==> config.mk <==
export PLATFORM = sky130hd
export DESIGN_NAME = iir_low_pass_filter_core
export DESIGN_NICKNAME = d
export VERILOG_FILES = /design/src/design/iir_lpf_pkg.sv /design/src/design/iir_lpf_ctrl.sv /design/src/design/iir_lpf_dp.sv /design/src/design/iir_low_pass_filter_core.sv
export SDC_FILE = /design/constraint.sdc
export NUM_CORES = 2
export LEC_CHECK = 0
export BUFFER_PORTS_ARGS = -buffer_cell sky130_fd_sc_hd__buf_2
export CORE_ASPECT_RATIO = 2
export CORE_MARGIN = 2
export CORE_UTILIZATION = 45
export DETAILED_ROUTE_END_ITERATION = 8
export PLACE_DENSITY = 0.66
export SYNTH_ARGS = -nofsm -noshare
export SYNTH_HDL_FRONTEND = slang
export SYNTH_HIERARCHICAL = 1
export SYNTH_SLANG_ARGS = --single-unit
==> constraint.sdc <==
create_clock -name clock -period 9.4 [get_ports clock]
set_input_delay 0.47 -clock clock [delete_from_list [all_inputs] [get_ports clock]]
set_output_delay 0.47 -clock clock [all_outputs]
set_load 0.05 [all_outputs]
==> src/design/iir_lpf_pkg.sv <==
// Shared constants, command codes and types for the biquad low-pass filter.
// Used by the controller, the datapath and the top level; depends on nothing.
package iir_lpf_pkg;

   // Number of feedforward taps (2 or 3); feedback uses taps 1 to TAPS-1.
   localparam int TAPS = 3;

   localparam int SAMPLE_W = 16;
   localparam int COEF_W   = 32;
   localparam int CSR_IDX_W = 3;

   // Multiplier operand A is wide enough for the rounded feedforward sum.
   localparam int MUL_A_W = 33;
   localparam int PROD_W  = MUL_A_W + COEF_W;
   localparam int FF_W    = 49;
   localparam int ACC_W   = 52;

   // Configuration register indexes.
   localparam logic [CSR_IDX_W-1:0] REG_GAIN = 3'd0;
   localparam logic [CSR_IDX_W-1:0] REG_B0   = 3'd1;
   localparam logic [CSR_IDX_W-1:0] REG_B1   = 3'd2;
   localparam logic [CSR_IDX_W-1:0] REG_B2   = 3'd3;
   localparam logic [CSR_IDX_W-1:0] REG_A1   = 3'd4;
   localparam logic [CSR_IDX_W-1:0] REG_A2   = 3'd5;

   localparam logic signed [COEF_W-1:0] RST_GAIN = 32'sd1073741824;
   localparam logic signed [COEF_W-1:0] RST_B0   = 32'sd5951437;
   localparam logic signed [COEF_W-1:0] RST_B1   = 32'sd11902874;
   localparam logic signed [COEF_W-1:0] RST_B2   = 32'sd5951437;
   localparam logic signed [COEF_W-1:0] RST_A1   = -32'sd1909791329;
   localparam logic signed [COEF_W-1:0] RST_A2   = 32'sd859855294;

   // Multiplier operand selection.
   localparam logic [2:0] MSEL_X0   = 3'd0;
   localparam logic [2:0] MSEL_X1   = 3'd1;
   localparam logic [2:0] MSEL_X2   = 3'd2;
   localparam logic [2:0] MSEL_Y1   = 3'd3;
   localparam logic [2:0] MSEL_Y2   = 3'd4;
   localparam logic [2:0] MSEL_GAIN = 3'd5;

   // Where the registered product goes in the following cycle.
   localparam logic [2:0] DST_NONE    = 3'd0;
   localparam logic [2:0] DST_FF_LOAD = 3'd1;
   localparam logic [2:0] DST_FF_ADD  = 3'd2;
   localparam logic [2:0] DST_FB_SUB  = 3'd3;
   localparam logic [2:0] DST_GAIN    = 3'd4;

   typedef struct packed {
      logic       start;
      logic [2:0] mul_sel;
      logic [2:0] dest;
      logic       store;
   } dp_cmd_type;

endpackage

==> src/design/iir_lpf_ctrl.sv <==
// Sequencer for the biquad filter: steps the shared multiplier through the taps
// and owns the item handshakes. Depends on iir_lpf_pkg.
module iir_lpf_ctrl (
   input  logic                    clock,
   input  logic                    reset,
   input  logic                    req_tvalid,
   output logic                    req_tready,
   output logic                    rsp_tvalid,
   input  logic                    rsp_tready,
   output iir_lpf_pkg::dp_cmd_type cmd
);

   localparam logic [3:0] ST_IDLE = 4'd0;
   localparam logic [3:0] ST_B0   = 4'd1;
   localparam logic [3:0] ST_B1   = 4'd2;
   localparam logic [3:0] ST_B2   = 4'd3;
   localparam logic [3:0] ST_A1   = 4'd4;
   localparam logic [3:0] ST_A2   = 4'd5;
   localparam logic [3:0] ST_G    = 4'd6;
   localparam logic [3:0] ST_WAIT = 4'd7;
   localparam logic [3:0] ST_DONE = 4'd8;

   logic [3:0] state_ff, state_in;
   logic       rsp_valid_ff, rsp_valid_in;

   assign req_tready = (state_ff == ST_IDLE);
   assign rsp_tvalid = rsp_valid_ff;

   always_comb begin
      state_in    = state_ff;
      cmd.start   = 1'b0;
      cmd.mul_sel = iir_lpf_pkg::MSEL_X0;
      cmd.dest    = iir_lpf_pkg::DST_NONE;
      cmd.store   = 1'b0;
      case (state_ff)
         ST_IDLE: begin
            if (req_tvalid) begin
               cmd.start = 1'b1;
               state_in  = ST_B0;
            end
         end
         ST_B0: begin
            cmd.mul_sel = iir_lpf_pkg::MSEL_X0;
            cmd.dest    = iir_lpf_pkg::DST_FF_LOAD;
            state_in    = ST_B1;
         end
         ST_B1: begin
            cmd.mul_sel = iir_lpf_pkg::MSEL_X1;
            cmd.dest    = iir_lpf_pkg::DST_FF_ADD;
            state_in    = (iir_lpf_pkg::TAPS == 3) ? ST_B2 : ST_A1;
         end
         ST_B2: begin
            cmd.mul_sel = iir_lpf_pkg::MSEL_X2;
            cmd.dest    = iir_lpf_pkg::DST_FF_ADD;
            state_in    = ST_A1;
         end
         ST_A1: begin
            cmd.mul_sel = iir_lpf_pkg::MSEL_Y1;
            cmd.dest    = iir_lpf_pkg::DST_FB_SUB;
            state_in    = ST_A2;
         end
         ST_A2: begin
            // With two taps this step only gives the rounded feedforward sum
            // time to settle in its register.
            cmd.mul_sel = iir_lpf_pkg::MSEL_Y2;
            cmd.dest    = (iir_lpf_pkg::TAPS == 3) ? iir_lpf_pkg::DST_FB_SUB
                                                   : iir_lpf_pkg::DST_NONE;
            state_in    = ST_G;
         end
         ST_G: begin
            cmd.mul_sel = iir_lpf_pkg::MSEL_GAIN;
            cmd.dest    = iir_lpf_pkg::DST_GAIN;
            state_in    = ST_WAIT;
         end
         ST_WAIT: begin
            state_in = ST_DONE;
         end
         ST_DONE: begin
            if (!rsp_valid_ff || rsp_tready) begin
               cmd.store = 1'b1;
               state_in  = ST_IDLE;
            end
         end
         default: begin
            state_in = ST_IDLE;
         end
      endcase
   end

   always_comb begin
      if (cmd.store) begin
         rsp_valid_in = 1'b1;
      end else if (rsp_tready) begin
         rsp_valid_in = 1'b0;
      end else begin
         rsp_valid_in = rsp_valid_ff;
      end
   end

   always_ff @(posedge clock) begin
      if (reset) begin
         state_ff     <= ST_IDLE;
         rsp_valid_ff <= 1'b0;
      end else begin
         state_ff     <= state_in;
         rsp_valid_ff <= rsp_valid_in;
      end
   end

endmodule

==> src/design/iir_lpf_dp.sv <==
// Datapath of the biquad filter: coefficient registers, sample and output
// history, one shared multiplier and the accumulators. Depends on iir_lpf_pkg.
module iir_lpf_dp (
   input  logic                                      clock,
   input  logic                                      reset,
   input  iir_lpf_pkg::dp_cmd_type                   cmd,
   input  logic [iir_lpf_pkg::SAMPLE_W-1:0]          sample_in,
   input  logic                                      csr_write,
   input  logic [iir_lpf_pkg::CSR_IDX_W-1:0]         csr_index,
   input  logic [iir_lpf_pkg::COEF_W-1:0]            csr_data,
   output logic [iir_lpf_pkg::SAMPLE_W-1:0]          sample_out
);

   localparam int SW = iir_lpf_pkg::SAMPLE_W;
   localparam int CW = iir_lpf_pkg::COEF_W;
   localparam int AW = iir_lpf_pkg::MUL_A_W;
   localparam int PW = iir_lpf_pkg::PROD_W;
   localparam int FW = iir_lpf_pkg::FF_W;
   localparam int QW = iir_lpf_pkg::ACC_W;

   logic signed [CW-1:0] gain_ff, b0_ff, b1_ff, b2_ff, a1_ff, a2_ff;
   logic signed [SW-1:0] x0_ff, x1_ff, x2_ff, y1_ff, y2_ff;
   logic signed [SW-1:0] out_ff, out_in;
   logic signed [PW-1:0] prod_ff, prod_in;
   logic        [2:0]    dst_ff;
   logic signed [FW-1:0] ff_ff, ff_in, ff_rnd;
   logic signed [AW-1:0] ffr_ff;
   logic signed [QW-1:0] acc_ff, acc_in, gt;
   logic signed [PW-1:0] prod_rnd;
   logic signed [AW-1:0] mul_a;
   logic signed [CW-1:0] mul_b;
   logic signed [QW-31:0] res_raw;

   // Configuration registers.
   always_ff @(posedge clock) begin
      if (reset) begin
         gain_ff <= iir_lpf_pkg::RST_GAIN;
         b0_ff   <= iir_lpf_pkg::RST_B0;
         b1_ff   <= iir_lpf_pkg::RST_B1;
         b2_ff   <= iir_lpf_pkg::RST_B2;
         a1_ff   <= iir_lpf_pkg::RST_A1;
         a2_ff   <= iir_lpf_pkg::RST_A2;
      end else if (csr_write) begin
         case (csr_index)
            iir_lpf_pkg::REG_GAIN: gain_ff <= csr_data;
            iir_lpf_pkg::REG_B0:   b0_ff   <= csr_data;
            iir_lpf_pkg::REG_B1:   b1_ff   <= csr_data;
            iir_lpf_pkg::REG_B2:   b2_ff   <= csr_data;
            iir_lpf_pkg::REG_A1:   a1_ff   <= csr_data;
            iir_lpf_pkg::REG_A2:   a2_ff   <= csr_data;
            default: ;
         endcase
      end
   end

   // Operand selection for the shared multiplier.
   always_comb begin
      case (cmd.mul_sel)
         iir_lpf_pkg::MSEL_X0: begin
            mul_a = AW'(x0_ff);
            mul_b = b0_ff;
         end
         iir_lpf_pkg::MSEL_X1: begin
            mul_a = AW'(x1_ff);
            mul_b = b1_ff;
         end
         iir_lpf_pkg::MSEL_X2: begin
            mul_a = AW'(x2_ff);
            mul_b = b2_ff;
         end
         iir_lpf_pkg::MSEL_Y1: begin
            mul_a = AW'(y1_ff);
            mul_b = a1_ff;
         end
         iir_lpf_pkg::MSEL_Y2: begin
            mul_a = AW'(y2_ff);
            mul_b = a2_ff;
         end
         iir_lpf_pkg::MSEL_GAIN: begin
            mul_a = ffr_ff;
            mul_b = gain_ff;
         end
         default: begin
            mul_a = '0;
            mul_b = '0;
         end
      endcase
   end

   assign prod_in = PW'(mul_a) * PW'(mul_b);

   // Round the feedforward sum to Q.14 and the gain product back to Q.30;
   // part-selects of the biased sums give the floor shifts.
   assign ff_rnd   = ff_ff + FW'(32768);
   assign prod_rnd = prod_ff + PW'(8192);
   assign gt       = QW'($signed(prod_rnd[PW-1:14]));

   always_comb begin
      ff_in  = ff_ff;
      acc_in = acc_ff;
      if (cmd.start) begin
         acc_in = QW'(64'sd536870912);
      end
      case (dst_ff)
         iir_lpf_pkg::DST_FF_LOAD: ff_in  = prod_ff[FW-1:0];
         iir_lpf_pkg::DST_FF_ADD:  ff_in  = ff_ff + prod_ff[FW-1:0];
         iir_lpf_pkg::DST_FB_SUB:  acc_in = acc_ff - prod_ff[QW-1:0];
         iir_lpf_pkg::DST_GAIN:    acc_in = acc_ff + gt;
         default: ;
      endcase
   end

   // The accumulator already carries the half-unit bias, so the top bits are
   // the rounded result before saturation.
   assign res_raw = acc_ff[QW-1:30];

   always_comb begin
      if (res_raw > (QW-30)'(32767)) begin
         out_in = 16'sh7FFF;
      end else if (res_raw < -(QW-30)'(32768)) begin
         out_in = 16'sh8000;
      end else begin
         out_in = res_raw[SW-1:0];
      end
   end

   always_ff @(posedge clock) begin
      prod_ff <= prod_in;
      ff_ff   <= ff_in;
      ffr_ff  <= ff_rnd[FW-1:16];
      acc_ff  <= acc_in;
      if (cmd.start) begin
         x0_ff <= sample_in;
      end
      if (cmd.store) begin
         out_ff <= out_in;
      end
   end

   always_ff @(posedge clock) begin
      if (reset) begin
         dst_ff <= iir_lpf_pkg::DST_NONE;
         x1_ff  <= '0;
         x2_ff  <= '0;
         y1_ff  <= '0;
         y2_ff  <= '0;
      end else begin
         dst_ff <= cmd.dest;
         if (cmd.store) begin
            x2_ff <= x1_ff;
            x1_ff <= x0_ff;
            y2_ff <= y1_ff;
            y1_ff <= out_in;
         end
      end
   end

   assign sample_out = out_ff;

endmodule

==> src/design/iir_low_pass_filter_core.sv <==
// Top level of the second-order direct form I low-pass filter.
// Depends on iir_lpf_pkg, iir_lpf_ctrl and iir_lpf_dp.
//
// Each item on the request stream is one signed 16-bit sample and produces one
// signed 16-bit filtered sample on the response stream. Coefficients and gain
// are signed Q2.30 values written through the csr port (index 0 gain, 1 to 3
// b0 to b2, 4 and 5 a1 and a2; other indexes are ignored); the user must write
// them only while the filter is idle, which the block itself does not enforce.
// One multiplier is shared by all taps and the gain, so an item steps through
// B0, B1, B2 (three taps only), A1, A2, gain, wait and done, where the result
// is loaded into the output register; the next item is accepted on the cycle
// after that load, not before. A result waits in that register until taken;
// the next item is accepted meanwhile but finishes only once it is free.
module iir_low_pass_filter_core (
   input  logic                                 clock,
   input  logic                                 reset,
   input  logic                                 req_tvalid,
   output logic                                 req_tready,
   input  logic [15:0]                          req_tdata,  // [15:0] sample_in
   output logic                                 rsp_tvalid,
   input  logic                                 rsp_tready,
   output logic [15:0]                          rsp_tdata,  // [15:0] sample_out
   input  logic                                 csr_valid,
   output logic                                 csr_ready,
   input  logic [iir_lpf_pkg::CSR_IDX_W-1:0]    csr_index,
   input  logic [iir_lpf_pkg::COEF_W-1:0]       csr_data
);

   iir_lpf_pkg::dp_cmd_type cmd;

   assign csr_ready = 1'b1;

   iir_lpf_ctrl u_ctrl (
      .clock      (clock),
      .reset      (reset),
      .req_tvalid (req_tvalid),
      .req_tready (req_tready),
      .rsp_tvalid (rsp_tvalid),
      .rsp_tready (rsp_tready),
      .cmd        (cmd)
   );

   iir_lpf_dp u_dp (
      .clock      (clock),
      .reset      (reset),
      .cmd        (cmd),
      .sample_in  (req_tdata),
      .csr_write  (csr_valid & csr_ready),
      .csr_index  (csr_index),
      .csr_data   (csr_data),
      .sample_out (rsp_tdata)
   );

endmodule

Word level (Yosys, flattened, before mapping)
Cells that the tools add are included.

cells by class
  add/subtract/negate cells = 5
  multipliers = 1
  magnitude comparators = 2
  eq/ne operators = 24
  mux-type cells = 17
  reduce and logical (&&, ||, !) cells = 15

operators with widths
  kind                                                             count
  case mux 33 bit (6 select lines)                                 1
  case mux 32 bit (6 select lines)                                 1
  case mux 52 bit (2 select lines)                                 1
  case mux 49 bit (2 select lines)                                 1
  adder 65 x 15 -> 65 bit, second input constant                   1
  multiplier 33 x 32 -> 65 bit                                     1
  adder 52 x 51 -> 52 bit                                          1
  two-way mux 52 bit                                               1
  subtractor 52 bit                                                1
  adder 49 x 17 -> 49 bit, second input constant                   1
  adder 49 bit                                                     1
  case mux 4 bit (9 select lines)                                  1
  case mux 6 bit (6 select lines)                                  1
  two-way mux 16 bit                                               2
  greater-than comparator 22 x 16 -> 1 bit, second input constant  1
  less-than comparator 22 x 16 -> 1 bit, second input constant     1
  == test 3 x 2 -> 1 bit, second input constant                    6
  == test 4 x 3 -> 1 bit, second input constant                    4
  == test 3 bit, second input constant                             5
  AND reduction 2 bit                                              7
  == test 3 x 1 -> 1 bit, second input constant                    3
  == test 4 x 2 -> 1 bit, second input constant                    2
  two-way mux 4 bit                                                2
  logical NOT 3 bit                                                2
  other kinds (10)                                                 16

word-level totals
  register bits = 495
  output and inout bits = 19
  logic and storage cells = 83

Longest topological paths before layout
  depth after elaboration = 5
  depth in mapped cells = 41
  mapped depth without buffers = 35

By module
Netlist, hierarchy kept.

by module, submodules not included
  module                    instances  cells an instance  area each (um^2)  sequential area each (um^2)
  iir_lpf_dp                1          7154               63604.8           11140.7
  iir_lpf_ctrl              1          38                 299.0             100.1
  iir_low_pass_filter_core  1          2                  11.3              0.0

Worst setup path after synthesis
No wires, ideal clock.

  path type = flip-flop to flip-flop
  start = register u_ctrl.state_ff[2]
  end = register u_dp.prod_ff[64]
  library setup time = 72 ps
  data arrival time = 10148 ps
  data required time = 9328 ps
  path slack = -820 ps
  cell stages (with the launch flop) = 36
  path buffers = 5
  cells stage by stage = dfxtp_1 inv_1 nor3_1 nor3b_1 clkbuf_1 clkbuf_1 buf_1 clkbuf_1 a22oi_1 nand3_1 clkbuf_1 nand2_1 fa_1 fa_1 inv_1 fa_1 fa_1 inv_1 fa_1 inv_1 fa_1 inv_1 fa_1 inv_1 fa_1 ha_1 a21o_1 a21o_1 a21oi_1 inv_1 a2111oi_0 o311ai_1 a311oi_1 o21ai_1 a21oi_1 xnor2_1

RTL lines
  item                    RTL line             RTL
  from (decl)             iir_lpf_ctrl.sv:23   logic [3:0] state_ff, state_in;
  from (signal assigned)  iir_lpf_ctrl.sv:105  state_ff <= state_in;
  to (signal assigned)    iir_lpf_dp.sv:128    prod_ff <= prod_in;
  to (decl)               iir_lpf_dp.sv:24     logic signed [PW-1:0] prod_ff, prod_in;

==> flow_summary.toml <==
[timing]
final.hold.worst_slack_ns = 0.0729
final_clock_period_utilization_by_the_worst_path_pct = 101
slew_headroom_pct = 8.29
timing.clock.skew_ns = 0.0510
timing.fmax_mhz = 105
finalSetupViolations = 10
worst-slew-pin-transition_ns = 1.34
rsz0062_at_grt = "true"
period_needed_ns = 9.52
finalMaxSlewViolations = 0
hold_viol_final = 0
fin_ws_ns = -0.123

[floorplan]
site_rows = 195
core_outline_area_mm2 = 0.141
initial_utilization_pct = 45.3
die_height_um = 537
design.die.area_mm2 = 0.145
floorplan.die.width_um = 270
ios = 75

[yosys]
post_synth_inst_count = 7194
synthesis.yosys.warnings = 6
synth_edf_count = 133
synth.yosys.seq_area_share_pct = 17.6
synth_flop_cell = "dfxtp_1"
post_synth_and_or_nand_nor_area_fraction_pct = 15.4
synthDominantCellAreaShare_pct = 34.9
synth_top_family_by_area = "adder cells"
ys_seq_elements = 495
postSynthAreaPerCell_um2 = 8.88
syn_nets = 8703
post_synth_num_cell_types = 93
post_synth_fa_ha_maj_area_fraction_pct = 41.5
synth_top_area_cell = "fa_1"
synth_xor_xnor_area_share_pct = 3.93
post_synth_instance_area_mm2 = 0.0639
synth-compound-area-share_pct = 11.6
postSynth.asyncResetShare_pct = 0
post_synth_main_area_contributors = "fa_1 (35%), dfxtp_1 (11%), inv_1 (6.8%)"
post_synth_mux_area_share_pct = 1.12

[detailed_routing]
dr.pass1.iters = 6
first_iter_violations = 3418
routed_wire_length_um = 235000
route.detailed.vias_per_inst = 5.62
routed_wire_length_per_instance_um = 24.1
route.antenna.remaining_nets = 0
num_vias = 54900
post-route-drc-count = 0

[grt]
global_route.overflow_total = 0
grt_antenna_before_repair = 8
grt_usage_pct = 32.2
grt_start_max_net_pins = 97
use_met1_pct = 30.8
grt-busiest-layer = "met2"
grt_pass1_vias = 59000
grt_util_met2_pct = 59.6
first_pass_grt_wire_length_um = 350000
grtUsageMet3_pct = 4.05

[placement]
dpl-instance-area_mm2 = 0.0731
post-dp-hpwl_um = 193000
port_buffers = 73
number_of_cells_after_detailed_placement = 9545
finalWeightedCongestion = 1.01

[finish]
final_layout_size_suffix_gt1_share_pct = 16.8
multi_input_comb_area_mm2 = 0.0486
finish.utilization_pct = 55.1
final_cell_area_mm2 = 0.0776
layout.cells.non_filler = 9768
design.final.nets = 9367
layout-area-overhead-vs-synth_pct = 21.5
regArea_mm2 = 0.0112
most-common-layout-cells = "inv_1 (1146), nand2_1 (1093), fa_1 (1057)"
layout.cells.most_common = "inv_1"
n_fill_cell = 12800

[critical_path]
critical_path.most_common_cell = "fa_1"
r2r_cells = 36
critPathRequiredTime_ns = 9.88
cp_max_fo = 7
critPathCaptureType = "flop"
arrival_ns = 10.00
worst-setup-path-type = "reg2reg"
worstSetupStartpointType = "flop"
slowest_stage = "fa_2"
critical_path.max_stage_delay_ns = 0.64
regToRegSetupSlack_ns = -0.12

[run_status]
violations_in_the_final_reports = "negative setup slack"
status = "finished with violations"

[min_path]
hold-path-cell-count = 1
hold_class = "in2reg"

[cts]
clk-insertion-delay-late_ns = 0.62
clock_pin_slew_worst_setup_and_hold_paths_ns = 0.08
tritoncts = "done"
cts_made_buffers = 43
clock_path_buffers = 3
clock_sinks = 495
cts_root_buffer = "clkbuf_16"
cts_max_level = 2

[run]
max-cap-violations = 0
[cells in the mapped netlist (6+ instances only)]
master        n
a21oi_1     361
a221o_1      70
ha_1        338
edfxtp_1    133
a22oi_1      35
a21boi_0      6
xor2_1      101
fa_1       1115
a21o_1      137
inv_1      1155
o21bai_1     28
and2_1       56
o211ai_1     17
nor2b_1      36
and4_1       11
o21ai_1      32
nand2_1    1105
nand4_1      38
a31oi_1      30
a22o_1       42
or3_1        12
o31ai_1       9
nor3_1       48
a211oi_1     13
o21ai_0     121
nor2_1      694
or2_2         8
xnor2_1     186
clkbuf_1    315
o21a_1       43
a221oi_1     37
nor4_1       13
nand3_1      72
dfxtp_1     362
mux2i_1      69
and3_1       48
nand3b_1     86
a2111oi_0     8
o22ai_1      35
buf_1        21
nand2b_1     40
[cell families (layout without fill, tap and decap cells)]
group	after synthesis	after routing
other	1	5
DFF	495	495
buffers and inverters	1499	2197
muxes	71	71
AOI/OAI and AO/OA	1101	1101
adders and majority gates	1453	1453
xor gates and xnor gates	287	287
and+or+nand+nor	2287	2288
[cell type report]
| class | count | area share (%) |
|---|---|---|
| clock inverters | 20 | 0.280 |
| clock buffers | 60 | 1.75 |
| repair buffers | 960 | 12.2 |
| multi-input cells | 5201 | 62.6 |
| well taps | 1871 | 3.02 |
| flip-flops and latches | 495 | 14.5 |
| diodes | 4 | 0.0129 |
| inverters | 1157 | 5.60 |
[flip-flops by register name (all words and copies together), names as in the netlist]
| register | flops |
|---|---|
| u_ctrl/rsp_tvalid | 1 |
| u_ctrl/state_ff | 4 |
| u_dp/a1_ff | 32 |
| u_dp/a2_ff | 32 |
| u_dp/acc_ff | 52 |
| u_dp/b0_ff | 32 |
| u_dp/b1_ff | 32 |
| u_dp/b2_ff | 32 |
| u_dp/dst_ff | 3 |
| u_dp/ff_ff | 49 |
| u_dp/ffr_ff | 33 |
| u_dp/gain_ff | 32 |
| u_dp/prod_ff | 65 |
| u_dp/sample_out | 16 |
| u_dp/x0_ff | 16 |
| u_dp/x1_ff | 16 |
| u_dp/x2_ff | 16 |
| u_dp/y1_ff | 16 |
| u_dp/y2_ff | 16 |
[worst max-delay path, delay by kind of cell (launching register included)]
kind                       cells  cell delay, ns
adders and majority gates      9            4.45
DFF                            1            0.38
and+or+nand+nor                8            1.70
buffers and inverters         10            1.00
muxes                          1            0.22
AOI/OAI and AO/OA              8            1.64
[through the flow]
step | setup slack (ns) | setup TNS, ns
final | -0.123 | -0.733
after global routing | -0.347 | -4.35
after CTS | -0.0394 | -0.0394
after global placement | -0.625 | -5.18
after floorplan | -0.00702 | -0.00702
after detailed placement | -0.676 | -6.04
[final timing paths]
path                                                 startpoint                             to
worst max register to register  u_ctrl/state_ff[1]$_SDFFE_PP0P_       u_dp/prod_ff[47]$_DFF_P_
worst min register to register    u_dp/gain_ff[23]$_SDFFE_PP0P_  u_dp/gain_ff[23]$_SDFFE_PP0P_
worst min-delay path                               req_tdata[9]        u_dp/x0_ff[9]$_DFFE_PP_
worst max-delay path            u_ctrl/state_ff[1]$_SDFFE_PP0P_       u_dp/prod_ff[47]$_DFF_P_
[per-layer routing]
metal	part of all wire, %	up-vias
met5	0.013	-
met4	12	4
met3	5.1	1032
met2	52	2180
met1	31	27400
li1	-	24200
[what timing repair did]
| item | 4_1_cts | 5_1_grt |
|---|---|---|
| setup buffers | 71 | 59 |
| resized for setup | 159 | 173 |
| cloned | 9 | 2 |
| endpoints found under the setup margin | 31 | 31 |
| pin swaps | 91 | 109 |
| hold buffers | 0 | 0 |
Power is not shown: default switching activity piles up to over one toggle a cycle in this logic, so the estimate is an artifact.
